File: config.mk
export PLATFORM = sky130hd
export DESIGN_NAME = tccs_ctrl
export DESIGN_NICKNAME = d
export VERILOG_FILES = /design/src/rtl/core/tccs_pkg.sv /design/src/rtl/core/tccs_ctrl.sv
export SDC_FILE = /design/constraint.sdc
export NUM_CORES = 1
export LEC_CHECK = 0
export CAP_MARGIN = 20
export CORE_AREA = 2 2 39 41
export CTS_BUF_LIST = sky130_fd_sc_hd__clkbuf_4 sky130_fd_sc_hd__clkbuf_8
export CTS_CLUSTER_DIAMETER = 100
export CTS_CLUSTER_SIZE = 14
export DETAILED_ROUTE_END_ITERATION = 8
export DIE_AREA = 0 0 41 43
export DONT_BUFFER_PORTS = 1
export PLACE_DENSITY = 0.47
export SKIP_LAST_GASP = 1
export SLEW_MARGIN = 30
export SYNTH_ARGS = -nofsm -noshare
export SYNTH_HDL_FRONTEND = slang
export SYNTH_SLANG_ARGS = --single-unit
File: constraint.sdc
create_clock -name clk -period 1.35 [get_ports clk]
set_input_delay 0.27 -clock clk [delete_from_list [all_inputs] [get_ports clk]]
set_output_delay 0.27 -clock clk [all_outputs]
set_load 0.02 [all_outputs]
File: src/rtl/core/tccs_pkg.sv
// Shared types and constants for the text console core.
// No dependencies; imported by the controller, datapath, top level and checker.
`timescale 1ns / 1ps

package tccs_pkg;

	localparam int ROWS_DEF = 25;
	localparam int COLS_DEF = 80;

	localparam int ACT_W      = 2;
	localparam int CHAR_W     = 8;
	localparam int COLOR_W    = 8;
	localparam int RD_ROW_W   = 5;
	localparam int RD_COL_W   = 7;
	localparam int CUR_ROW_W  = 5;
	localparam int CUR_COL_W  = 7;
	localparam int CELL_W     = CHAR_W + COLOR_W;

	localparam logic [ACT_W-1:0] ACT_WRITE = 2'd0;
	localparam logic [ACT_W-1:0] ACT_CLEAR = 2'd1;
	localparam logic [ACT_W-1:0] ACT_READ  = 2'd2;

	localparam logic [CHAR_W-1:0]  NEWLINE_CODE = 8'd10;
	localparam logic [CHAR_W-1:0]  BLANK_CODE   = 8'd32;
	localparam logic [CHAR_W-1:0]  PRINT_LOW    = 8'd32;
	localparam logic [CHAR_W-1:0]  PRINT_HIGH   = 8'd126;
	localparam logic [COLOR_W-1:0] RESET_COLOR  = 8'd7;

	typedef enum logic [2:0] {
		ST_INIT,
		ST_IDLE,
		ST_CLEAR,
		ST_SCROLL,
		ST_DONE
	} tccs_state_t;

	// controller -> datapath
	typedef struct packed {
		logic accept;       // input word taken this edge
		logic fill_all;     // blank the whole store, one cell per cycle
		logic fill_init;    // use the reset color for blanks
		logic fill_row;     // blank the row being scrolled in
		logic put_pending;  // commit the write held over a scroll
		logic out_load;     // load the output register
	} tccs_cmd_t;

	// datapath -> controller
	typedef struct packed {
		logic act_clear;
		logic read_hit;
		logic scroll_need;
		logic sweep_last_all;
		logic sweep_last_row;
	} tccs_stat_t;

endpackage

File: src/rtl/core/tccs_ctrl.sv
// Controller FSM: handshakes, sweep sequencing and output valid.
// Depends on tccs_pkg; drives tccs_dp through tccs_cmd_t.
`timescale 1ns / 1ps

module tccs_ctrl import tccs_pkg::*; (
	input  logic       clk,
	input  logic       arst_n,
	input  logic       in_valid,
	output logic       in_stall,
	output logic       out_valid,
	input  logic       out_stall,
	input  tccs_stat_t stat,
	output tccs_cmd_t  cmd
);

	tccs_state_t state_q, state_nx;
	logic        out_valid_q;
	logic        out_free;
	logic        accept;

	assign out_free  = !out_valid_q || !out_stall;
	assign in_stall  = !((state_q == ST_IDLE) && out_free);
	assign accept    = in_valid && !in_stall;
	assign out_valid = out_valid_q;

	always_comb begin
		state_nx = state_q;
		unique case (state_q)
			ST_INIT: begin
				if (stat.sweep_last_all) state_nx = ST_IDLE;
			end
			ST_IDLE: begin
				if (accept) begin
					priority if (stat.act_clear)   state_nx = ST_CLEAR;
					else if (stat.scroll_need)     state_nx = ST_SCROLL;
					else if (stat.read_hit)        state_nx = ST_DONE;
					else                           state_nx = ST_IDLE;
				end
			end
			ST_CLEAR: begin
				if (stat.sweep_last_all) state_nx = ST_DONE;
			end
			ST_SCROLL: begin
				if (stat.sweep_last_row) state_nx = ST_DONE;
			end
			ST_DONE: begin
				if (out_free) state_nx = ST_IDLE;
			end
			default: state_nx = ST_INIT;
		endcase
	end

	always_comb begin
		cmd = '0;
		unique case (state_q)
			ST_INIT: begin
				cmd.fill_all  = 1'b1;
				cmd.fill_init = 1'b1;
			end
			ST_IDLE: begin
				cmd.accept   = accept;
				cmd.out_load = accept && !stat.act_clear && !stat.scroll_need
					&& !stat.read_hit;
			end
			ST_CLEAR: begin
				cmd.fill_all = 1'b1;
			end
			ST_SCROLL: begin
				cmd.fill_row = 1'b1;
			end
			ST_DONE: begin
				cmd.put_pending = 1'b1;
				cmd.out_load    = out_free;
			end
			default: cmd = '0;
		endcase
	end

	always_ff @(posedge clk or negedge arst_n) begin
		if (!arst_n) begin
			state_q     <= ST_INIT;
			out_valid_q <= 1'b0;
		end else begin
			state_q <= state_nx;
			if (cmd.out_load) begin
				out_valid_q <= 1'b1;
			end else if (!out_stall) begin
				out_valid_q <= 1'b0;
			end
		end
	end

endmodule

==> Word level (Yosys, flattened, before mapping) <==
Cells that the tools add are included.
{ "classes": {"eq_ne": 10, "muxes": 17, "reduce_logical": 15} }
{ "ops": {"columns": ["cell", "n"], "rows": [
  ["2-to-1 mux 3 bit", 8],
  ["one-hot mux 3 bit (5 select lines)", 1],
  ["!= test 2 bit, second input constant", 5],
  ["2-to-1 mux 1 bit", 7],
  ["== test 3 x 2 -> 1 bit, second input constant", 2],
  ["logical NOT 1 bit", 6],
  ["logical AND 1 bit", 5],
  ["AND reduction 5 bit", 1],
  ["== test 3 x 1 -> 1 bit, second input constant", 1],
  ["== test 3 bit, second input constant", 1],
  ["logical NOT 3 bit", 1],
  ["!= test 2 x 1 -> 1 bit, second input constant", 1],
  ["one-hot mux 1 bit (2 select lines)", 1],
  ["OR reduction 2 bit", 1],
  ["logical OR 1 bit", 1]
]} }
{ "totals": {"ff_bits": 4, "inputBits": 9, "word_cells": 44, "output_inout_bits": 8} }

==> Longest topological paths before layout <==
{ "depth": {"word_depth": 9, "ltp_mapped": 5, "depth_no_buf": 4} }

==> Worst setup path before layout <==
OpenSTA, ideal clock, no wires.
{ "synth_path": {"kind": "register to register", "from": "reg state_q[0]", "to": "reg state_q[0]", "t_arrival_ps": 1286, "path_slack_ps": -61, "stages_incl_launch_ff": 6, "setup_ps": 125, "path_cell_list": "dfrtp_1 buf_4 nor2b_4 nor2b_4 a221oi_2 mux2_4"} }
{ "synth_via": {"elab_chain_len": 5, "word_cells_on_any_way": 14, "cone_classes": "eq/ne (9); mux (1); reduce/logical (4)"} }
{ "synth_rtl": {"columns": ["element", "line_no", "text"], "rows": [
  ["from (decl)", "tccs_ctrl.sv:16", "tccs_state_t state_q, state_nx;"],
  ["from (signal assigned)", "tccs_ctrl.sv:84", "state_q <= state_nx;"],
  ["== test 3 x 1 -> 1 bit", "tccs_ctrl.sv:22, tccs_ctrl.sv:28", null],
  ["logical AND 1 bit", "tccs_ctrl.sv:22", "assign in_stall = !((state_q == ST_IDLE) && out_free);"],
  ["logical AND 1 bit", "tccs_ctrl.sv:23", "assign accept = in_valid && !in_stall;"],
  ["!= test 2 bit (no source line)", null, null],
  ["AND reduction 5 bit (no source line)", null, null]
]} }
Several ways; a longest one is shown, not always the timed one.
A chain may end at the register's enable or synchronous reset.

==> metrics.txt <==
fmax between 0.6 and 0.7 GHz; vias in the first global route around 400; GRT Total Usage 14.1%; Site Rows 14; Clock Sinks 4; Synth warnings 0; routed len/inst approximately 13 µm; Die X between 40 and 50 µm; FF-to-FF Start state_q[0]; Seq/Total Area, Yosys between 20% and 30%; first-pass GRT wire length approximately 1600 µm; drt first pass iters 4; Initial Util about a quarter; CP startpoint kind flip-flop; R2R Path End state_q[0]; Cell Chain, Critical Path nor2b_4 -> a41oi_4 -> nor2b_4; crit end category output port; min cycle time layout 1.49 ns; utilization after layout a little under half; Slew HR between 70% and 80%; DR vias around 370; Post-synth EDFFs 0; die area ~1800 µm²; count leader, synth nor2_1; grt ovf 0; nets 73; dominant cells by area after synthesis dfrtp_1 30%, nor2_1 9.0%, nor2b_4 8.2%; worst hold stages 2; gp weighted congestion 0.801; Slew Viols, Final 0; cell taking the most area after synthesis dfrtp_1; Clock Latency Late Sink 0.24 ns; hold slack between 0.2 and 0.3 ns; Clock Skews roughly 0.0064 ns; Total Power between 1500 and 2000 µW; DRT iter0 DRCs 2; area of the core 1380 µm²; CP delay by family, top simple AND/OR/NAND/NOR gates; # DRC 0; Max Cap Viol 0; Peak VDD IR 1.17 mV; top-area cell type share of the netlist area between 20% and 30%; number of I/O port buffers 0; Diodes inserted 0; r2r worst-path depth 5; Crit Path Category flip-flop to output port; most frequent cell on the critical path nor2b_4; Post-Place Cells 69; IO Pins 17; register bit total from synthesis 4; asr flop ratio synth 100%; RSZ-0062 raised after global routing yes; H-tree levels 1; hold worst-path end state_q[2]; Leak Pwr around 0.0003 µW; Gate Count Post-Synth 40; Worst Tran Pin Value about 0.33 ns; Hold WC Path Type input port to flip-flop; routed wire length around 1000 µm; Cell Area, Synth between 300 and 400 µm²; Final Worst Setup Slack -0.139 ns; antenna-violating nets left 0; failing checks setup timing; most frequent cells after synthesis 8 x nor2_1, 4 x dfrtp_1, 4 x nand2_1; deepest clock path buffer count 2; Required @ worst endpoint between 1 and 1.5 ns; Sum Neg Setup Slack -0.652 ns; Final Cycle Share 110%; CTS Root Cell clkbuf_4; post-synthesis cell type count 22; clock-pin slew on the worst setup and hold paths around 0.040 ns; initial antenna violation count 0; slowest library cell on the worst path dfrtp_1; reg-to-reg slack, setup -0.08 ns; max incr delay on CP ~0.41 ns; Synth Net Count between 40 and 50; share of layout cells above drive strength 1 64.5%; status finished, violations left; average cell area after synthesis about 8.4 µm²; Vias/cell roughly 4.7; CTS tree yes; CTS Buf Count 3; PwrDens 2920 nW/µm²; Critical Path Fanout Max 5; largest net degree at the start of global routing 6; HPWL Detailed around 700 µm; Hold Crit Start stat[3]; Buffers & Inverters on Critical Path 0; non-filler cells, final 78; Final Hold Fails 0; CP arrival between 1 and 1.5 ns; prevailing post-synth register cell dfrtp_1; Die Ht around 43 µm; Area growth syn-to-layout 87.3%; Finish-stage setup viols 8
-- layer usage --
metal  GRT usage, %  part of all wire (%)  up-vias
met5              0                     0        -
met4           4.00                     0        0
met3           6.28                   9.0        0
met2           23.4                    52       17
met1           15.2                    39      165
li1               -                     -      183
-- metrics by stage --
step	instance area (µm²)	setup slack [ns]
6_report	628	-0.139
5_1_grt	628	-0.200
4_1_cts	567	-0.127
3_5_place_dp	470	-0.0469
3_3_place_gp	470	-0.00670
2_1_floorplan	338	-0.0608
-- report_power, final --
| part | internal [µW] | switching (µW) |
|---|---|---|
| Sequential | 185 | 87.2 |
| Combinational | 766 | 643 |
| Clock | 99.6 | 50.8 |
-- kinds of logic after synthesis --
logic type      after synthesis  synth area share [%]
buf+inv                       4                  5.97
flops                         4                  29.9
simple gates                 21                  35.8
mux                           1                  4.48
compound gates               10                  23.9
-- cells in the final DEF (no fill, tap or decap), drive strengths merged, types with 2 or more instances in the layout --
cell | synthesis | layout
nor3 | 2 | 2
nor2 | 8 | 8
dfrtp | 4 | 4
inv | 2 | 2
nand2 | 4 | 4
buf | 2 | 20
a21oi | 2 | 2
nor2b | 3 | 3
o21ai | 2 | 2
clkbuf | 0 | 3
and3 | 2 | 2
-- sequential cells by signal, summed over array words and instances, names as in the netlist --
| name | count |
|---|---|
| out_valid | 1 |
| state_q | 3 |
-- worst max-delay path by stage --
stage / from / endpoint / slack, ns / cells after the start
after floorplan: state_q[0] / state_q[0] / -0.06 / 5
after global placement: state_q[0] / state_q[0] / -0.007 / 4
after detailed placement: state_q[0] / state_q[0] / -0.05 / 4
after CTS: state_q[0] / cmd[1] / -0.13 / 4
after global routing: state_q[0] / cmd[0] / -0.20 / 3
final: state_q[0] / cmd[0] / -0.14 / 3
-- what timing repair did --
| item | CTS | global route |
|---|---|---|
| pin swaps | 5 | 0 |
| hold endpoints to repair | 4 | 0 |
| resized for setup | 12 | 8 |
| buffers inserted | 3 | 2 |
| endpoints found under the setup margin | 8 | 8 |
| cloned | 0 | 0 |
| hold buffers | 1 | 0 |
-- area by class of cell --
type	instances	area (µm²)
inverters	2	7.51
repair buffers	21	188
well taps	16	20.0
multi-input cells	32	289
clock buffers	3	22.5
fillers	134	756
flip-flops and latches	4	101
(Power assumes the default switching activity.)
